## config.mk

```make
export PLATFORM = sky130hd
export DESIGN_NAME = double_hash_table_insert_search_core
export DESIGN_NICKNAME = d
export VERILOG_FILES = /design/src/dht_pkg.sv /design/src/dht_ram.sv /design/src/dht_rem.sv /design/src/double_hash_table_insert_search_core.sv
export SDC_FILE = /design/constraint.sdc
export NUM_CORES = 2
export LEC_CHECK = 0
export ABC_AREA = 1
export BUFFER_PORTS_ARGS = -buffer_cell sky130_fd_sc_hd__buf_2
export CAP_MARGIN = 20
export CORE_ASPECT_RATIO = 0.5
export CORE_MARGIN = 2
export CORE_UTILIZATION = 38
export DETAILED_ROUTE_END_ITERATION = 10
export SETUP_SLACK_MARGIN = 0.15
export SYNTH_ARGS = -nofsm -noshare
export SYNTH_HDL_FRONTEND = slang
export SYNTH_HIERARCHICAL = 1
export SYNTH_SLANG_ARGS = --single-unit
```

## constraint.sdc

```tcl
create_clock -name clk -period 9.8 [get_ports clk]
set_clock_uncertainty 0.05 [all_clocks]
set_input_delay 0.49 -clock clk [delete_from_list [all_inputs] [get_ports clk]]
set_output_delay 0.49 -clock clk [all_outputs]
set_load 0.1 [all_outputs]
```

## src/dht_pkg.sv

```systemverilog
// types and constants shared by the double hash table core
// no dependencies
package dht_pkg;

    localparam int KEY_W    = 31;
    localparam int STATUS_W = 2;
    localparam int SLOT_W   = 4;

    localparam logic FUNC_INSERT = 1'b0;
    localparam logic FUNC_SEARCH = 1'b1;

    typedef enum logic [STATUS_W-1:0] {
        ST_INSERTED = 2'd0,
        ST_FULL     = 2'd1,
        ST_FOUND    = 2'd2,
        ST_MISSING  = 2'd3
    } status_t;

    typedef enum logic [2:0] {
        S_CLEAR,
        S_IDLE,
        S_HASH,
        S_STEP,
        S_RD0,
        S_PROBE,
        S_DONE
    } state_t;

    // phases of the constant remainder unit
    typedef enum logic [1:0] {
        R_IDLE,
        R_MUL,
        R_FOLD
    } rem_phase_t;

endpackage

```

## src/dht_ram.sv

```systemverilog
// generic single write port, single read port ram with registered read
// no dependencies
module dht_ram #(
    parameter int WIDTH = 32,
    parameter int DEPTH = 13
) (
    input  logic                     clk,
    input  logic                     we,
    input  logic [$clog2(DEPTH)-1:0] waddr,
    input  logic [WIDTH-1:0]         wdata,
    input  logic [$clog2(DEPTH)-1:0] raddr,
    output logic [WIDTH-1:0]         rdata
);

    logic [WIDTH-1:0] mem [DEPTH];

    always_ff @(posedge clk)
    begin
        if (we)
        begin
            mem[waddr] <= wdata;
        end
        rdata <= mem[raddr];
    end

endmodule

```

## src/dht_rem.sv

```systemverilog
// remainder by a constant divisor through a reciprocal multiply, a multiply phase then a fold phase per start
// depends on dht_pkg
module dht_rem
    import dht_pkg::*;
#(
    parameter int DIV = 13
) (
    input  logic                   clk,
    input  logic                   rst_n,
    input  logic                   start,
    input  logic [KEY_W-1:0]       value,
    output logic                   busy,
    output logic [$clog2(DIV)-1:0] rem
);

    localparam int RW = $clog2(DIV);
    localparam int SH = KEY_W + RW;
    localparam int PW = 2 * KEY_W + 1;
    localparam int QW = KEY_W + 1 - RW;
    // reciprocal rounded up, gives the exact quotient for every key-wide value
    localparam logic [KEY_W:0] RECIP =
        (KEY_W+1)'(((64'd1 << SH) + 64'(DIV) - 64'd1) / 64'(DIV));
    localparam logic [RW-1:0] DIV_LO = RW'(DIV);

    rem_phase_t       phase_reg, phase_next;
    logic [KEY_W-1:0] val_reg, val_next;
    logic [QW-1:0]    quo_reg, quo_next;
    logic [RW-1:0]    r_reg, r_next;
    logic [PW-1:0]    prod;

    // value times reciprocal, quotient sits in the upper bits
    assign prod = {{(KEY_W+1){1'b0}}, val_reg} * {{KEY_W{1'b0}}, RECIP};

    always_comb
    begin
        phase_next = phase_reg;
        val_next   = val_reg;
        quo_next   = quo_reg;
        r_next     = r_reg;
        case (phase_reg)
            R_MUL:
            begin
                quo_next   = prod[PW-1:SH];
                phase_next = R_FOLD;
            end
            R_FOLD:
            begin
                // remainder is below the divisor, so the low bits are enough
                r_next     = val_reg[RW-1:0] - quo_reg[RW-1:0] * DIV_LO;
                phase_next = R_IDLE;
            end
            default:
            begin
                phase_next = R_IDLE;
            end
        endcase
        if (start)
        begin
            val_next   = value;
            phase_next = R_MUL;
        end
    end

    always_ff @(posedge clk or negedge rst_n)
    begin
        if (!rst_n)
        begin
            phase_reg <= R_IDLE;
        end
        else
        begin
            phase_reg <= phase_next;
        end
    end

    always_ff @(posedge clk)
    begin
        val_reg <= val_next;
        quo_reg <= quo_next;
        r_reg   <= r_next;
    end

    assign busy = (phase_reg != R_IDLE);
    assign rem  = r_reg;

endmodule

```

## src/double_hash_table_insert_search_core.sv

```systemverilog
// double hashing open addressing table, insert and search
// steps: a refused insert on a full table goes straight to the output load; otherwise the
//   key hash, the step reduction, the home slot read, k probes (1 to TABLE_SIZE, one ram
//   read and compare each) and the output load
// flow: one word at a time, s_tready returns in the same cycle the result is registered;
//   a held result word stalls the input
// reset: clearing pass over every ram slot, no word accepted meanwhile
module double_hash_table_insert_search_core
    import dht_pkg::*;
#(
    parameter int TABLE_SIZE = 13,
    parameter int STEP_PRIME = 11
) (
    input  logic        clk,
    input  logic        rst_n,
    input  logic        s_tvalid,
    output logic        s_tready,
    input  logic [31:0] s_tdata,   // [30:0] key, [31] zero
    input  logic [0:0]  s_tuser,   // [0] func
    output logic        m_tvalid,
    input  logic        m_tready,
    output logic [7:0]  m_tdata,   // [3:0] slot, [7:4] zero
    output logic [1:0]  m_tuser    // [1:0] status
);

    localparam int IW  = $clog2(TABLE_SIZE);
    localparam int OW  = $clog2(TABLE_SIZE + 1);
    localparam int SPW = $clog2(STEP_PRIME + 1);
    localparam int EW  = KEY_W + 1;
    localparam logic [IW:0]  TS_V   = (IW+1)'(TABLE_SIZE);
    localparam logic [OW-1:0] TS_CNT = OW'(TABLE_SIZE);
    localparam logic [SPW-1:0] SP_V = SPW'(STEP_PRIME);

    state_t           state_reg, state_next;
    logic [OW-1:0]    occ_reg, occ_next;
    logic [IW-1:0]    clr_reg, clr_next;
    logic [IW-1:0]    pos_reg, pos_next;
    logic [IW-1:0]    chk_reg, chk_next;
    logic [IW-1:0]    step_reg, step_next;
    logic [OW-1:0]    probe_reg, probe_next;
    logic [KEY_W-1:0] key_reg, key_next;
    logic             func_reg, func_next;
    status_t          res_status_reg, res_status_next;
    logic [IW-1:0]    res_slot_reg, res_slot_next;
    logic             mv_reg, mv_next;
    status_t          m_status_reg, m_status_next;
    logic [SLOT_W-1:0] m_slot_reg, m_slot_next;

    logic             ts_start, sp_start;
    logic [KEY_W-1:0] ts_val;
    logic             ts_busy, sp_busy;
    logic [IW-1:0]    ts_rem;
    logic [$clog2(STEP_PRIME)-1:0] sp_rem;
    logic [SPW-1:0]   raw_step;

    logic             we;
    logic [IW-1:0]    waddr;
    logic [EW-1:0]    wdata, rdata;

    logic [IW:0]      adv_sum;
    logic [IW-1:0]    adv_pos;
    logic             last_probe;
    logic [IW+SLOT_W-1:0] slot_ext;

    dht_rem #(.DIV(TABLE_SIZE)) u_rem_ts (
        .clk   (clk),
        .rst_n (rst_n),
        .start (ts_start),
        .value (ts_val),
        .busy  (ts_busy),
        .rem   (ts_rem)
    );

    dht_rem #(.DIV(STEP_PRIME)) u_rem_sp (
        .clk   (clk),
        .rst_n (rst_n),
        .start (sp_start),
        .value (s_tdata[KEY_W-1:0]),
        .busy  (sp_busy),
        .rem   (sp_rem)
    );

    dht_ram #(.WIDTH(EW), .DEPTH(TABLE_SIZE)) u_ram (
        .clk   (clk),
        .we    (we),
        .waddr (waddr),
        .wdata (wdata),
        .raddr (pos_reg),
        .rdata (rdata)
    );

    // probe walk: pos + step, folded back into the table
    assign adv_sum = {1'b0, pos_reg} + {1'b0, step_reg};
    assign adv_pos = (adv_sum >= TS_V) ? IW'(adv_sum - TS_V) : adv_sum[IW-1:0];
    assign raw_step = SP_V - SPW'(sp_rem);
    assign last_probe = (probe_reg + 1'b1) == TS_CNT;
    assign slot_ext = {{SLOT_W{1'b0}}, res_slot_reg};

    assign s_tready = (state_reg == S_IDLE);

    always_comb
    begin
        state_next      = state_reg;
        occ_next        = occ_reg;
        clr_next        = clr_reg;
        pos_next        = pos_reg;
        chk_next        = chk_reg;
        step_next       = step_reg;
        probe_next      = probe_reg;
        key_next        = key_reg;
        func_next       = func_reg;
        res_status_next = res_status_reg;
        res_slot_next   = res_slot_reg;
        mv_next         = mv_reg;
        m_status_next   = m_status_reg;
        m_slot_next     = m_slot_reg;
        ts_start        = 1'b0;
        sp_start        = 1'b0;
        ts_val          = s_tdata[KEY_W-1:0];
        we              = 1'b0;
        waddr           = chk_reg;
        wdata           = {1'b1, key_reg};

        if (mv_reg && m_tready)
        begin
            mv_next = 1'b0;
        end

        case (state_reg)
            S_CLEAR:
            begin
                we       = 1'b1;
                waddr    = clr_reg;
                wdata    = '0;
                clr_next = clr_reg + 1'b1;
                if (clr_reg == IW'(TABLE_SIZE - 1))
                begin
                    state_next = S_IDLE;
                end
            end
            S_IDLE:
            begin
                if (s_tvalid)
                begin
                    key_next  = s_tdata[KEY_W-1:0];
                    func_next = s_tuser[0];
                    if (s_tuser[0] == FUNC_INSERT && occ_reg >= TS_CNT)
                    begin
                        res_status_next = ST_FULL;
                        res_slot_next   = '0;
                        state_next      = S_DONE;
                    end
                    else
                    begin
                        ts_start   = 1'b1;
                        sp_start   = 1'b1;
                        state_next = S_HASH;
                    end
                end
            end
            S_HASH:
            begin
                if (!ts_busy && !sp_busy)
                begin
                    pos_next   = ts_rem;
                    // reduce the raw step modulo the table size
                    ts_val     = {{(KEY_W-SPW){1'b0}}, raw_step};
                    ts_start   = 1'b1;
                    state_next = S_STEP;
                end
            end
            S_STEP:
            begin
                if (!ts_busy)
                begin
                    step_next  = ts_rem;
                    state_next = S_RD0;
                end
            end
            S_RD0:
            begin
                chk_next   = pos_reg;
                pos_next   = adv_pos;
                probe_next = '0;
                state_next = S_PROBE;
            end
            S_PROBE:
            begin
                chk_next   = pos_reg;
                pos_next   = adv_pos;
                probe_next = probe_reg + 1'b1;
                if (func_reg == FUNC_INSERT)
                begin
                    if (!rdata[KEY_W])
                    begin
                        we              = 1'b1;
                        occ_next        = occ_reg + 1'b1;
                        res_status_next = ST_INSERTED;
                        res_slot_next   = chk_reg;
                        state_next      = S_DONE;
                    end
                    else if (last_probe)
                    begin
                        res_status_next = ST_FULL;
                        res_slot_next   = '0;
                        state_next      = S_DONE;
                    end
                end
                else
                begin
                    if (!rdata[KEY_W])
                    begin
                        res_status_next = ST_MISSING;
                        res_slot_next   = '0;
                        state_next      = S_DONE;
                    end
                    else if (rdata[KEY_W-1:0] == key_reg)
                    begin
                        res_status_next = ST_FOUND;
                        res_slot_next   = chk_reg;
                        state_next      = S_DONE;
                    end
                    else if (last_probe)
                    begin
                        res_status_next = ST_MISSING;
                        res_slot_next   = '0;
                        state_next      = S_DONE;
                    end
                end
            end
            S_DONE:
            begin
                if (!mv_reg || m_tready)
                begin
                    mv_next       = 1'b1;
                    m_status_next = res_status_reg;
                    m_slot_next   = slot_ext[SLOT_W-1:0];
                    state_next    = S_IDLE;
                end
            end
            default:
            begin
                state_next = S_IDLE;
            end
        endcase
    end

    always_ff @(posedge clk or negedge rst_n)
    begin
        if (!rst_n)
        begin
            state_reg <= S_CLEAR;
            occ_reg   <= '0;
            clr_reg   <= '0;
            mv_reg    <= 1'b0;
        end
        else
        begin
            state_reg <= state_next;
            occ_reg   <= occ_next;
            clr_reg   <= clr_next;
            mv_reg    <= mv_next;
        end
    end

    always_ff @(posedge clk)
    begin
        pos_reg        <= pos_next;
        chk_reg        <= chk_next;
        step_reg       <= step_next;
        probe_reg      <= probe_next;
        key_reg        <= key_next;
        func_reg       <= func_next;
        res_status_reg <= res_status_next;
        res_slot_reg   <= res_slot_next;
        m_status_reg   <= m_status_next;
        m_slot_reg     <= m_slot_next;
    end

    assign m_tvalid = mv_reg;
    assign m_tuser  = m_status_reg;
    assign m_tdata  = {{(8-SLOT_W){1'b0}}, m_slot_reg};

    // occupancy can never pass the table size
    a_occ_bound: assert property (@(posedge clk) disable iff (!rst_n)
        occ_reg <= TS_CNT)
        else $error("occupancy above table size");

    // a successful insert adds exactly one key
    a_occ_inc: assert property (@(posedge clk) disable iff (!rst_n)
        (state_reg == S_PROBE && we) |=> occ_reg == $past(occ_reg) + 1'b1)
        else $error("occupancy not incremented on insert");

    // refused and missing results report slot zero
    a_slot_zero: assert property (@(posedge clk) disable iff (!rst_n)
        (m_tvalid && (m_tuser == ST_FULL || m_tuser == ST_MISSING)) |-> m_tdata == 8'd0)
        else $error("nonzero slot on refused or missing result");

endmodule

```

Word level (Yosys, flattened, before mapping)
Memory sizes are Yosys's and may differ from the RTL's. A register that Yosys moved wholly into a read port is not among the register bits.
Index checks and enable logic that the tools add are counted.

operators by class
  reductions and logical operators = 22
  equal/unequal tests = 21
  $add $sub $neg = 8
  multipliers = 4
  mux-type cells = 54
  bitwise gates (word level) = 4
  order comparisons = 2

operators by type and width
  cell                      count
  $mux W31                  2
  $mux W4                   10
  $mul A31 B32 Y39 const B  1
  $mul A31 B31 Y38 const B  1
  $mux W3                   11
  $mux W32                  1
  $eq A31 B31 Y1            1
  $mux W2                   12
  $pmux W4 S2               3
  $pmux W3 S7               1
  $add A4 B1 Y4 const B     3
  $mux W1                   11
  $ne A2 B2 Y1 const B      5
  $reduce_and A5 Y1         2
  $reduce_bool A2 Y1        5
  $eq A3 B3 Y1 const B      3
  $eq A4 B4 Y1 const B      2
  $ne A4 B4 Y1 const B      2
  $reduce_and A2 Y1         4
  $sub A4 B4 Y4             2
  $eq A3 B2 Y1 const B      2
  $reduce_and A3 Y1         2
  $add A4 B4 Y5             1
  $ge A5 B4 Y1 const B      1
  other kinds (17)          27

storage, ports and cells
  bits in registers = 154
  memory bits (writable) = 416
  memories = 1

memories
  memory     words  width  rd ports  clocked after Yosys merged registers in  write ports  line           RTL
  u_ram.mem  13     32     1         1                                        1            dht_ram.sv:15  logic [WIDTH-1:0] mem [DEPTH];

Logic depth before layout (Yosys ltp)
  word-level depth = 7
  gate-level depth with buffers = 28
  gate-level depth less buffers = 28

Modules after synthesis
Netlist, hierarchy kept.

modules (own cells, without submodules)
  module                                area an instance (sq um)  cells each  times used
  dht_ram                               18257.5                   1655        1
  dht_rem (u_rem_ts)                    11788.8                   1173        1
  dht_rem (u_rem_sp)                    11394.7                   1189        1
  double_hash_table_insert_search_core  4379.2                    566         1

Worst setup path before layout
Ideal clock, no wire load.

  path type = register to register
  from = reg u_rem_sp.val_reg[13]
  to = reg u_rem_sp.quo_reg[3] (data pin)
  buffers on the path = 0
  period minus slack after synthesis = 5.992 ns
  cell stages (with the launch flop) = 23
  setup slack = 3.808 ns
  data required time = 9.498 ns
  arrival = 5.690 ns
  path through = edfxtp_1 > ha_1 > inv_1 > fa_1 > fa_1 > inv_1 > fa_1 > fa_1 > fa_1 > fa_1 > inv_1 > fa_1 > inv_1 > ha_1 > nand2_1 > nor3_1 > nand2_1 > nor2_2 > nand3_1 > nand3_2 > inv_2 > nand2_1 > nand2_1

between the ends
  cells in the longest elaborated chain, start to end = 1

ends and longest elaborated chain
  element                      line           RTL
  start, declared              dht_rem.sv:26  logic [KEY_W-1:0] val_reg, val_next;
  start signal, assigned       dht_rem.sv:78  val_reg <= val_next;
  $mul A31 B32 Y39             dht_rem.sv:32  assign prod = {{(KEY_W+1){1'b0}}, val_reg} * {{KEY_W{1'b0}}, RECIP};
  named net u_rem_sp.prod[38]  dht_rem.sv:29  logic [PW-1:0] prod;
  end signal, assigned         dht_rem.sv:79  quo_reg <= quo_next;
  end, declared                dht_rem.sv:27  logic [QW-1:0] quo_reg, quo_next;

The timed path passes the listed nets, and every way through them passes these cells.
A chain may end at the register's enable or synchronous reset.

Worst setup path after layout
  from = reg u_rem_ts.val_reg[6]
  to = reg u_rem_ts.quo_reg[3] (data pin)

between the ends
  cells in the longest elaborated chain, start to end = 1

ends and longest elaborated chain
  element                      line
  start, declared              dht_rem.sv:26
  start signal, assigned       dht_rem.sv:78
  $mul A31 B31 Y38             dht_rem.sv:32
  named net u_rem_ts.prod[38]  dht_rem.sv:29
  end signal, assigned         dht_rem.sv:79
  end, declared                dht_rem.sv:27

The timed path passes the listed nets, and every way through them passes these cells.

==> results summary <==
The number of cells on the worst reg-to-reg path is 21. The reg2reg setup slack came out at 2.83 ns. The number of buffers inserted by port buffering is 43. The number of routed nets with antenna violations came out at 0.

The height of the chip is 250 um. The placed instances occupy a cell area of 47900 um2. Measured on the finished design, the core utilization comes to 0.417. The clock latency of the later-clocked register in the worst-skew pair is 0.66 ns. The normalized max-slew margin is 0.220. After layout, the minimum clock period comes to 6.97 ns. In this run the deepest clock path goes through 3 buffers. The area of the core is 120000 um2.

The effective utilization at floorplan is 0.382. The die covers 124000 um2. The detailed-route vias per instance came out at 4.78. In the synthesized netlist the dominant register cell turns out to be edfxtp_1. The width of the die is 495 um.

The setup slack after layout came out at 2.83 ns. The share of flip-flops with an asynchronous set or reset after synthesis came out at 0.0266. The number of distinct standard cells referenced by the synthesized netlist is 52. 0 antenna diodes ended up in the layout. The run finished with clean final reports. The number of warnings issued by yosys is 6. The routability-driven placement congestion ratio came out at just over 0.9. The clock tree synthesis step divided the H-tree into 2 levels.

Clock-pin slew was measured on the worst setup and hold paths at 0.07 ns. For this run, the post-layout net count is 5597. The data required time at the worst endpoint is 10.15 ns. The largest registers in the layout are u_ram/mem: 416 flops, u_ram/rdata: 32 flops. The detailed router finished its first iteration with 2221 violations. The number of flip-flops in the largest register came out at between 400 and 500.

The number of placement rows is 90. The mapped netlist covers 45800 um2. The layout cell share with drive strength beyond 1 came out at 0.0551. The maximum clock rate came out at 144 MHz.

The highest layer touched by signal routing is met5. The via count is 30100. The reg-to-reg startpoint is u_rem_ts/val_reg[6]. The number of pins with negative max-slew slack in the final report is 0. The endpoint identified for the worst register-to-register timing path is u_rem_ts/quo_reg[3]. The count of flip-flops with a built-in enable after synthesis came out at 554. The final period utilization is 0.711. The worst hold path terminates at u_rem_sp/val_reg[0]. The total length of routed met2 wires came out at 53500 um.

The leftover overflow at the end of global routing came out at 0. The number of cells traversed by the worst hold path came out at 1. The routed wire length on met3 is 6760 um.

The total global routing track utilization came out at 0.192. In the final routing, the length of wire on met1 measures between 50000 and 60000 um. The number of global-route vias before repair came to 30400.

The average wire length per cell after detail routing came out at 18.7 um. The area growth from synthesis to layout is 9.32%. The largest net degree at the start of global routing is 96. The total I/O pin count came out at 49.

The library cell used most frequently in the layout, excluding fill and tap cells, is inv_1. The post-CTS repair timing setup buffer count is 0. The setup slack at placement is 2.90 ns.

The total wirelength of the detailed-routed design is around 120000 um. The number of iterations in the first detailed-routing pass is 5. The post-synthesis instance total is 4583. Setup violations remaining at the end of the flow were counted as 0.

Setup total negative slack on the finished layout was measured at 0 ns. Clock tree synthesis selected as its root buffer the cell clkbuf_16. The number of antenna violations at the first check in global routing is 3. Along the worst path, the maximum fanout reaches 9. Ranked by flip-flop count, first place goes to u_ram/mem. The final count of hold timing violations was 0.

The mean cell area of the mapped netlist came out at about 10 um2. STA classifies the critical path startpoint as a flop. Counting every sink on the clock net gives between 600 and 700.

The total of flip-flops plus latches after synthesis is ~600. Setup repair after global routing left no endpoint under its margin. Counting the buffers created by CTS gives 61. The number of maximum-capacitance constraint violations is 0. The summed area of non-filler cells in the final layout is ~50000 um2. The global-route wire length before repair came out at 181000 um. The sequential area share after synthesis is 0.386.

The kind of critical path is flop to flop. The detailed-placement wirelength estimate is 86900 um. For the worst setup path, the data arrival time is 7.32 ns. The final routed DRC violation total is 0. The nature of the critical path endpoint is a flop.

The filler cells instantiated in the layout total 11500. The library cells used most frequently in the layout, excluding fill and tap cells, are inv_1, nand2_1, edfxtp_1, fa_1, ha_1. The slew at the pin with the worst max-slew slack is roughly 1.2 ns. The startpoint of the worst hold path is s_tdata[0]. In this run the worst hold path is classified as primary input to flop. TritonCTS built the clock tree.
-- worst max path at each step --
stage | from | depth (start not counted) | slack (ns) | endpoint
2_1_floorplan | u_rem_sp/val_reg[13] | 22 | 3.81 | u_rem_sp/quo_reg[3]
3_3_place_gp | u_rem_ts/val_reg[6] | 20 | 2.95 | u_rem_ts/quo_reg[2]
3_5_place_dp | u_rem_ts/val_reg[5] | 21 | 2.90 | u_rem_ts/quo_reg[3]
4_1_cts | u_rem_ts/val_reg[6] | 21 | 2.91 | u_rem_ts/quo_reg[3]
5_1_grt | u_rem_ts/val_reg[3] | 21 | 2.61 | u_rem_ts/quo_reg[3]
6_report | u_rem_ts/val_reg[6] | 21 | 2.83 | u_rem_ts/quo_reg[3]
-- area by class of cell --
type,count,area [um2],share of cell area
Inverter,1204,4530,0.0903
Clock inverter,38,443,0.00884
Timing Repair Buffer,76,513,0.0102
Tap cell,1610,2010,0.0402
Multi-Input combinational cell,2685,23300,0.464
Sequential cell,602,17700,0.353
Clock buffer,78,1660,0.0332
-- kinds of logic (layout without fill, tap and decap cells) --
group	count (synthesis)	count (layout)	synth area share
simple gates	1505	1505	0.139
other cells	1	4	0.0000818
fa+ha+maj	930	930	0.330
compound gates	190	190	0.0237
buf+inv	1299	1396	0.110
flops	602	602	0.386
xor+xnor	56	56	0.0109
-- metal layers --
metal | GRT usage | vias up
met5 | 0 | -
met4 | 0.0405 | 2
met3 | 0.0290 | 133
met2 | 0.307 | 743
met1 | 0.277 | 14900
li1 | - | 14300
-- worst max-delay path, stage by stage (launching register included) --
cell and delay [ns]:
edfxtp_1 0.70, fa_1 0.63, fa_1 0.50, fa_1 0.50, fa_1 0.56, inv_1 0.08
fa_1 0.47, inv_1 0.05, fa_1 0.47, fa_1 0.51, inv_1 0.06, fa_1 0.47
inv_1 0.05, ha_1 0.36, a21oi_1 0.25, o21ai_1 0.08, nor2_1 0.10, nand2_1 0.09
a21oi_1 0.33, nand3_2 0.20, nand3_1 0.12, nand2_1 0.07
-- metrics by stage --
step / hold WS, ns / std cells
after floorplan: 0.144 / 4586
after global placement: 0.395 / 6172
after detailed placement: 0.373 / 6172
after CTS: 0.00609 / 6290
after global routing: 0.0218 / 6293
final: 0.0445 / 6293
-- synthesized netlist by cell type (3+ instances only) --
master    instances  area, um2
nor2_1          248        931
nor2_2           10       62.6
a31oi_1           5       31.3
buf_2            55        275
o21ai_0          38        190
clkbuf_1         15       56.3
buf_4             5       37.5
ha_1            463       5790
o21a_1            3       22.5
or2_0             3       18.8
nor3_1           10       50.1
o21ai_1          30        150
nand4_1          29        181
nand2_1         827       3100
nor4_1            5       31.3
fa_1            467       9350
inv_1          1178       4420
dfxtp_1          32        641
xor2_1           26        228
o211ai_1         20        150
nand3_1         333       1670
edfxtp_1        554      16600
o21bai_1          5       37.5
buf_6             9        101
nand3_2           4       40.0
buf_1            11       41.3
or2_2             9       56.3
inv_2            26       97.6
a21o_1           16        120
dfrtp_1          16        400
xnor2_1          29        254
a21oi_1          67        335
nand2_2           8       50.1
-- what timing repair did --
item | CTS | global route
hold buffers | 2 | 0
endpoints found under the hold margin | 17 | 0
resized for setup | 0 | 0
Power is left out: the tool's default activity adds up to more than one toggle a clock period on the data nets, which glitch-free logic cannot reach.
